`src/hw/rtl/mvt_pkg.sv`:
```
package mvt_pkg;

  localparam int LANES = 4;
  localparam int MAT_ENTRIES = LANES * LANES;
  localparam int IDX_W = $clog2(MAT_ENTRIES);

  localparam int DEF_WORD_WIDTH = 32;
  localparam int DEF_FRAC_BITS = 16;

  typedef enum logic {
    OP_LOAD  = 1'b0,
    OP_XFORM = 1'b1
  } op_t;

  typedef struct packed {
    logic adv_sum;
    logic adv_out;
  } pipe_ctl_t;

endpackage

```
`src/hw/rtl/mvt_merge.sv`:
```
module mvt_merge import mvt_pkg::*; #(
  parameter int WORD_WIDTH = DEF_WORD_WIDTH,
  parameter int FRAC_BITS  = DEF_FRAC_BITS
) (
  input  logic                           clk,
  input  pipe_ctl_t                      ctl,
  input  logic signed [2*WORD_WIDTH-1:0] prod [LANES][LANES],
  output logic signed [WORD_WIDTH-1:0]   result [LANES]
);

  localparam int PROD_W = 2 * WORD_WIDTH;
  localparam int PAIR_W = PROD_W + 1;
  localparam int SUM_W  = PROD_W + 2;

  logic signed [PAIR_W-1:0]     pair_a [LANES];
  logic signed [PAIR_W-1:0]     pair_b [LANES];
  logic signed [PAIR_W-1:0]     pair_a_next [LANES];
  logic signed [PAIR_W-1:0]     pair_b_next [LANES];
  logic signed [SUM_W-1:0]      total [LANES];
  logic signed [SUM_W-1:0]      shifted [LANES];
  logic signed [WORD_WIDTH-1:0] result_next [LANES];
  logic                         hi_ones [LANES];
  logic                         hi_zeros [LANES];

  always_comb begin
    for (int j = 0; j < LANES; j++) begin
      pair_a_next[j] = PAIR_W'(prod[0][j]) + PAIR_W'(prod[1][j]);
      pair_b_next[j] = PAIR_W'(prod[2][j]) + PAIR_W'(prod[3][j]);
    end
  end

  // saturate to one word after the arithmetic shift
  always_comb begin
    for (int j = 0; j < LANES; j++) begin
      total[j]    = SUM_W'(pair_a[j]) + SUM_W'(pair_b[j]);
      shifted[j]  = total[j] >>> FRAC_BITS;
      hi_ones[j]  = &shifted[j][SUM_W-1:WORD_WIDTH-1];
      hi_zeros[j] = ~|shifted[j][SUM_W-1:WORD_WIDTH-1];
      if (hi_ones[j] || hi_zeros[j]) begin
        result_next[j] = shifted[j][WORD_WIDTH-1:0];
      end else if (shifted[j][SUM_W-1]) begin
        result_next[j] = {1'b1, {(WORD_WIDTH-1){1'b0}}};
      end else begin
        result_next[j] = {1'b0, {(WORD_WIDTH-1){1'b1}}};
      end
    end
  end

  always_ff @(posedge clk) begin
    if (ctl.adv_sum) begin
      pair_a <= pair_a_next;
      pair_b <= pair_b_next;
    end
    if (ctl.adv_out) begin
      result <= result_next;
    end
  end

endmodule

```
`config.mk`:
```
export PLATFORM = sky130hd
export DESIGN_NAME = mvt_merge
export DESIGN_NICKNAME = d
export VERILOG_FILES = /design/src/hw/rtl/mvt_pkg.sv /design/src/hw/rtl/mvt_merge.sv
export SDC_FILE = /design/constraint.sdc
export NUM_CORES = 2
export LEC_CHECK = 0
export BUFFER_PORTS_ARGS = -buffer_cell sky130_fd_sc_hd__buf_2
export CORE_AREA = 2 2 456 458
export CTS_CLUSTER_DIAMETER = 30
export CTS_CLUSTER_SIZE = 20
export DETAILED_ROUTE_END_ITERATION = 12
export DIE_AREA = 0 0 458 460
export REMOVE_ABC_BUFFERS = 1
export SLEW_MARGIN = 40
export SYNTH_ARGS = -nofsm -noshare
export SYNTH_HDL_FRONTEND = slang
export SYNTH_SLANG_ARGS = --single-unit
```
`constraint.sdc`:
```
create_clock -name clk -period 5.4 [get_ports clk]
set_input_delay 1.08 -clock clk [delete_from_list [all_inputs] [get_ports clk]]
set_output_delay 1.08 -clock clk [all_outputs]
set_load 0.01 [all_outputs]
```
# Word-level counts from Yosys, hierarchy flattened

Cells that the tools add are included.

Reductions and logical operators: 16
Add/sub/neg operators: 12
Mux-type cells: 8

Operators with widths:

| operator                | count |
|---|---|
| adder 64 x 64 -> 65 bit | 8 |
| adder 65 x 65 -> 66 bit | 4 |
| two-way mux 32 bit      | 8 |
| AND reduction 19 bit    | 4 |
| OR reduction 19 bit     | 4 |
| logical NOT 1 bit       | 4 |
| logical OR 1 bit        | 4 |

Register bits after elaboration: 648
Output and inout port bits: 128
Word-level logic and storage cells: 48
Input port bits: 1027

# Logic depth before layout (Yosys ltp)

Word-level depth: 5
Depth in mapped cells: 17
Gate-level depth less buffers: 16

# Worst setup path before layout

OpenSTA, ideal clock, no wires.

Path type: input to register
From: in prod[640] (netlist name)
To: reg pair_a[194] (netlist name) (data pin)
Arrival: 4.369 ns
Path buffers: 0
Setup slack: 0.760 ns
Stages: 16
Required time: 5.129 ns
Cell sequence: ha_1 inv_1 fa_1 nor2b_1 o21ai_0 a21boi_0 o31ai_1 nand4_1 a41oi_1 a211oi_1 a21oi_1 o31ai_1 a32oi_1 a31o_2 o311ai_0 mux2i_1

RTL lines:

| element                | RTL line        | text |
|---|---|---|
| start: declaration     | mvt_merge.sv:7  | `input logic signed [2*WORD_WIDTH-1:0] prod [LANES][LANES],` |
| end signal: assignment | mvt_merge.sv:51 | `pair_a <= pair_a_next;` |
| end: declaration       | mvt_merge.sv:15 | `logic signed [PAIR_W-1:0] pair_a [LANES];` |

==> results.sh <==
export IMPL_run_status="finished, final reports clean"
export IMPL_drtPass1Iterations=6
export IMPL_vdd_drop_max_mv=0.3167
export IMPL_floorplan_core_area_sq_um=206000
export IMPL_tritoncts_clock_tree="built"
export IMPL_power_consumption_mw=29.52
export IMPL_drt_iter0_drc=4350
export IMPL_die_height_microns=460
export IMPL_async_flop_share_pct=0
export IMPL_worst_endpoint_arrival_ns=5.57
export IMPL_globalRouteOverflowTotal=0
export IMPL_power_leakage_nw=34.13
export IMPL_critPathSlowestCell="sky130_fd_sc_hd__a221oi_1"
export IMPL_number_of_synthesized_flops_with_an_enable_pin=648
export IMPL_first_global_vias=58918
export IMPL_slowest_delay_ns=0.63
export IMPL_areaGrowthSynthToFinish_pct=24.72
export IMPL_largest_net_degree_at_the_start_of_global_routing=106
export IMPL_dr_total_vias=59451
export IMPL_synth_seq_cells=648
export IMPL_io_pin_count=1155
export IMPL_fin_worst_skew_ns=0.05108
export IMPL_synth_cell_area_sq_um=62000
export IMPL_cts_repair_resize_count=0
export IMPL_finalSetupViolCount=0
export IMPL_pd_cells_nw_per_um2=381.8
export IMPL_worst_slew_pin_transition_ns=0.8260
export IMPL_die_area_sq_um=210700
export IMPL_timing_slew_headroom_pct=44.94
export IMPL_nets=9835
export IMPL_multiInputGateArea_sq_um=40820
export IMPL_place_worst_setup_slack_ns=-0.1182
export IMPL_hold_violations=0
export IMPL_hpwlAfterDp_microns=223200
export IMPL_final_common_cell="sky130_fd_sc_hd__buf_2"
export IMPL_sequential_cell_area_sq_um=19460
export IMPL_critical_path_reg2reg_endpoint="result[79]"
export IMPL_setup_worst_path_end_class="flip-flop"
export IMPL_number_of_slew_limit_violations_in_the_final_report=0
export IMPL_clock_path_buffers=3
export IMPL_die_w_microns=458
export IMPL_floorplan_rows=167
export IMPL_timing_reg2reg_setup_slack_ns=0.31
export IMPL_initial_utilization_pct=30.09
export IMPL_post_route_drc_count=0
export IMPL_grt_total_usage_pct=23.79
export IMPL_cts_sinks=648
export IMPL_first_pass_grt_wire_length_microns=375300
export IMPL_post_route_cells_drive_above_1_share_pct=20.34
export IMPL_ys_seq_area_share_pct=31.39
export IMPL_end_point_of_the_critical_path="result[79]"
export IMPL_finalCriticalPeriod_ns=5.090
export IMPL_cp_common_cell="sky130_fd_sc_hd__a21oi_1"
export IMPL_cts_root_buf="sky130_fd_sc_hd__clkbuf_16"
export IMPL_worst_ep_required_time_ns=5.88
export IMPL_finalWirelength_microns=261700
export IMPL_maxCapViolCount=0
export IMPL_critical_path_startpoint="pair_a[144]"
export IMPL_startpoint_type="flip-flop"
export IMPL_min_path_type="in2reg"
export IMPL_layout_cells_most_common_list="sky130_fd_sc_hd__buf_2, sky130_fd_sc_hd__ha_1, sky130_fd_sc_hd__a21oi_1"
export IMPL_timing_setup_critical_path_class="reg2reg"
export IMPL_post_cts_setup_buffer_count=0
export IMPL_cts_hold_repair_buffers=0
export IMPL_r2r_cells=16
export IMPL_antenna_found_initial=93
export IMPL_final_fill_count=21015
export IMPL_rr_startpoint="pair_a[144]"
export IMPL_post_synth_inst_count=6776
export IMPL_routed_wire_length_per_instance_microns=23.95
export IMPL_yosysWarnings=0
export IMPL_route_antenna_remaining_nets=0
export IMPL_final_critical_path_setup_slack_ns=0.3097
export IMPL_vias_per_cell=5.442
export IMPL_cell_chain_of_the_critical_path="ha_1, a21oi_1, o211ai_1, a21oi_1, o31ai_1, or2_1, o31ai_1, a21oi_1, a21o_1, and3_1, o22ai_1, buf_4, nor4b_2, buf_4, a31oi_1, a221oi_1"
export IMPL_syn_mean_instance_area_sq_um=9.149
export IMPL_gp_congestion=0.9823
export IMPL_tns_ns=0
export IMPL_layout_worst_path_cycle_share_pct=94.27
export IMPL_numPortBuffers=1154
export IMPL_synth_ff_type="sky130_fd_sc_hd__edfxtp_1"
export IMPL_clkTransAtPathRegs_ns=0.05
export IMPL_clock_buffers_created_by_tritoncts=165
export IMPL_worstPathMaxFanout=16
export IMPL_max_fclk_mhz=196.5
export IMPL_clock_latency_ns=0.81
export IMPL_cts_htree_levels=4
export IMPL_rsz0062_at_grt="false"
export IMPL_ys_types=113
export IMPL_final_util_pct=37.53
per-stage QoR:
| stage | instances | hold slack, ns | area (sq um) |
|---|---|---|---|
| after global placement | 10569 | 0.8983 | 71400 |
| final | 10925 | 0.5829 | 77320 |
| after global routing | 10913 | 0.5309 | 77290 |
| after CTS | 10878 | 0.4955 | 77200 |
| after detailed placement | 10569 | 0.8721 | 71400 |
| after floorplan | 6576 | 0.7764 | 61090 |
worst max-delay path: cells and delay by family (launching register included):
family                     cells  cell delay [ns]
AOI/OAI and AO/OA             10             2.89
and+or+nand+nor                3             0.67
adders and majority gates      1             0.36
DFF                            1             0.37
buffers and inverters          2             0.49
cells by family (layout without fill, tap and decap cells):
| kind of cell | count (synthesis) | count (layout) | synth area share [%] |
|---|---|---|---|
| AOI/OAI and AO/OA | 2426 | 2426 | 25.26 |
| xor gates and xnor gates | 648 | 648 | 9.154 |
| adders and majority gates | 776 | 776 | 15.76 |
| buffers and inverters | 426 | 1824 | 2.835 |
| DFF | 648 | 648 | 31.39 |
| muxes | 38 | 38 | 0.6236 |
| other | 0 | 47 | 0 |
| and+or+nand+nor | 1814 | 1814 | 14.99 |
registers in the layout (all words and copies together), names as in the netlist:
name    flops
pair_a    260
pair_b    260
result    128
area by class of cell:
type	instances	area share (%)
Multi-Input combinational cell	5702	52.79
Sequential cell	648	25.17
Timing Repair Buffer	1289	8.915
Clock buffer	182	5.423
Tap cell	2704	4.376
Clock inverter	127	2.084
Inverter	226	1.097
Antenna cell	47	0.1521
cells in the mapped netlist, drive strengths merged (38+ instances only):
library cell,count,area [sq um]
o21bai,121,908.4
o21a,108,810.8
and2,40,251.5
nand2b,102,638.1
buf,42,309.0
clkbuf,157,590.6
xnor2,419,3670
nand2,466,1754
o211ai,46,350.3
nor3,106,530.5
xor2,229,2006
inv,225,844.6
nor2,380,1450
ha,768,9609
a31oi,76,496.7
edfxtp,648,19460
and3,82,514.3
nand4,217,1394
nand3b,43,335.3
a21o,511,3839
nor2b,98,613.1
a21oi,757,3796
a211oi,54,410.4
nand3,125,625.6
o31ai,38,285.3
o21ai,404,2026
worst min path at each step:
| stage | startpoint | end | cells past startpoint |
|---|---|---|---|
| floorplan | pair_b[63] | result[31] | 2 |
| global placement | pair_b[225] | result[110] | 3 |
| detailed placement | pair_a[63] | result[31] | 2 |
| CTS | prod[896] | pair_a[130] | 2 |
| global route | prod[384] | pair_b[130] | 2 |
| finish | prod[896] | pair_a[130] | 2 |
report_power, final:
group / switching (mW) / internal [mW] / total (mW)
Sequential: 0.459 / 6.83 / 7.29
Clock: 3.42 / 6.71 / 10.1
Combinational: 7.47 / 4.65 / 12.1
layer usage:
metal / global-route usage [%] / vias up / routed length (microns)
met1: 27.51 / 28172 / 103900
met4: 14.52 / 22 / 16210
met2: 41.03 / 2353 / 126100
met3: 3.998 / 523 / 15240
met5: 0 / - / 150
li1: - / 28381 / -
(Power assumes the default switching activity.)
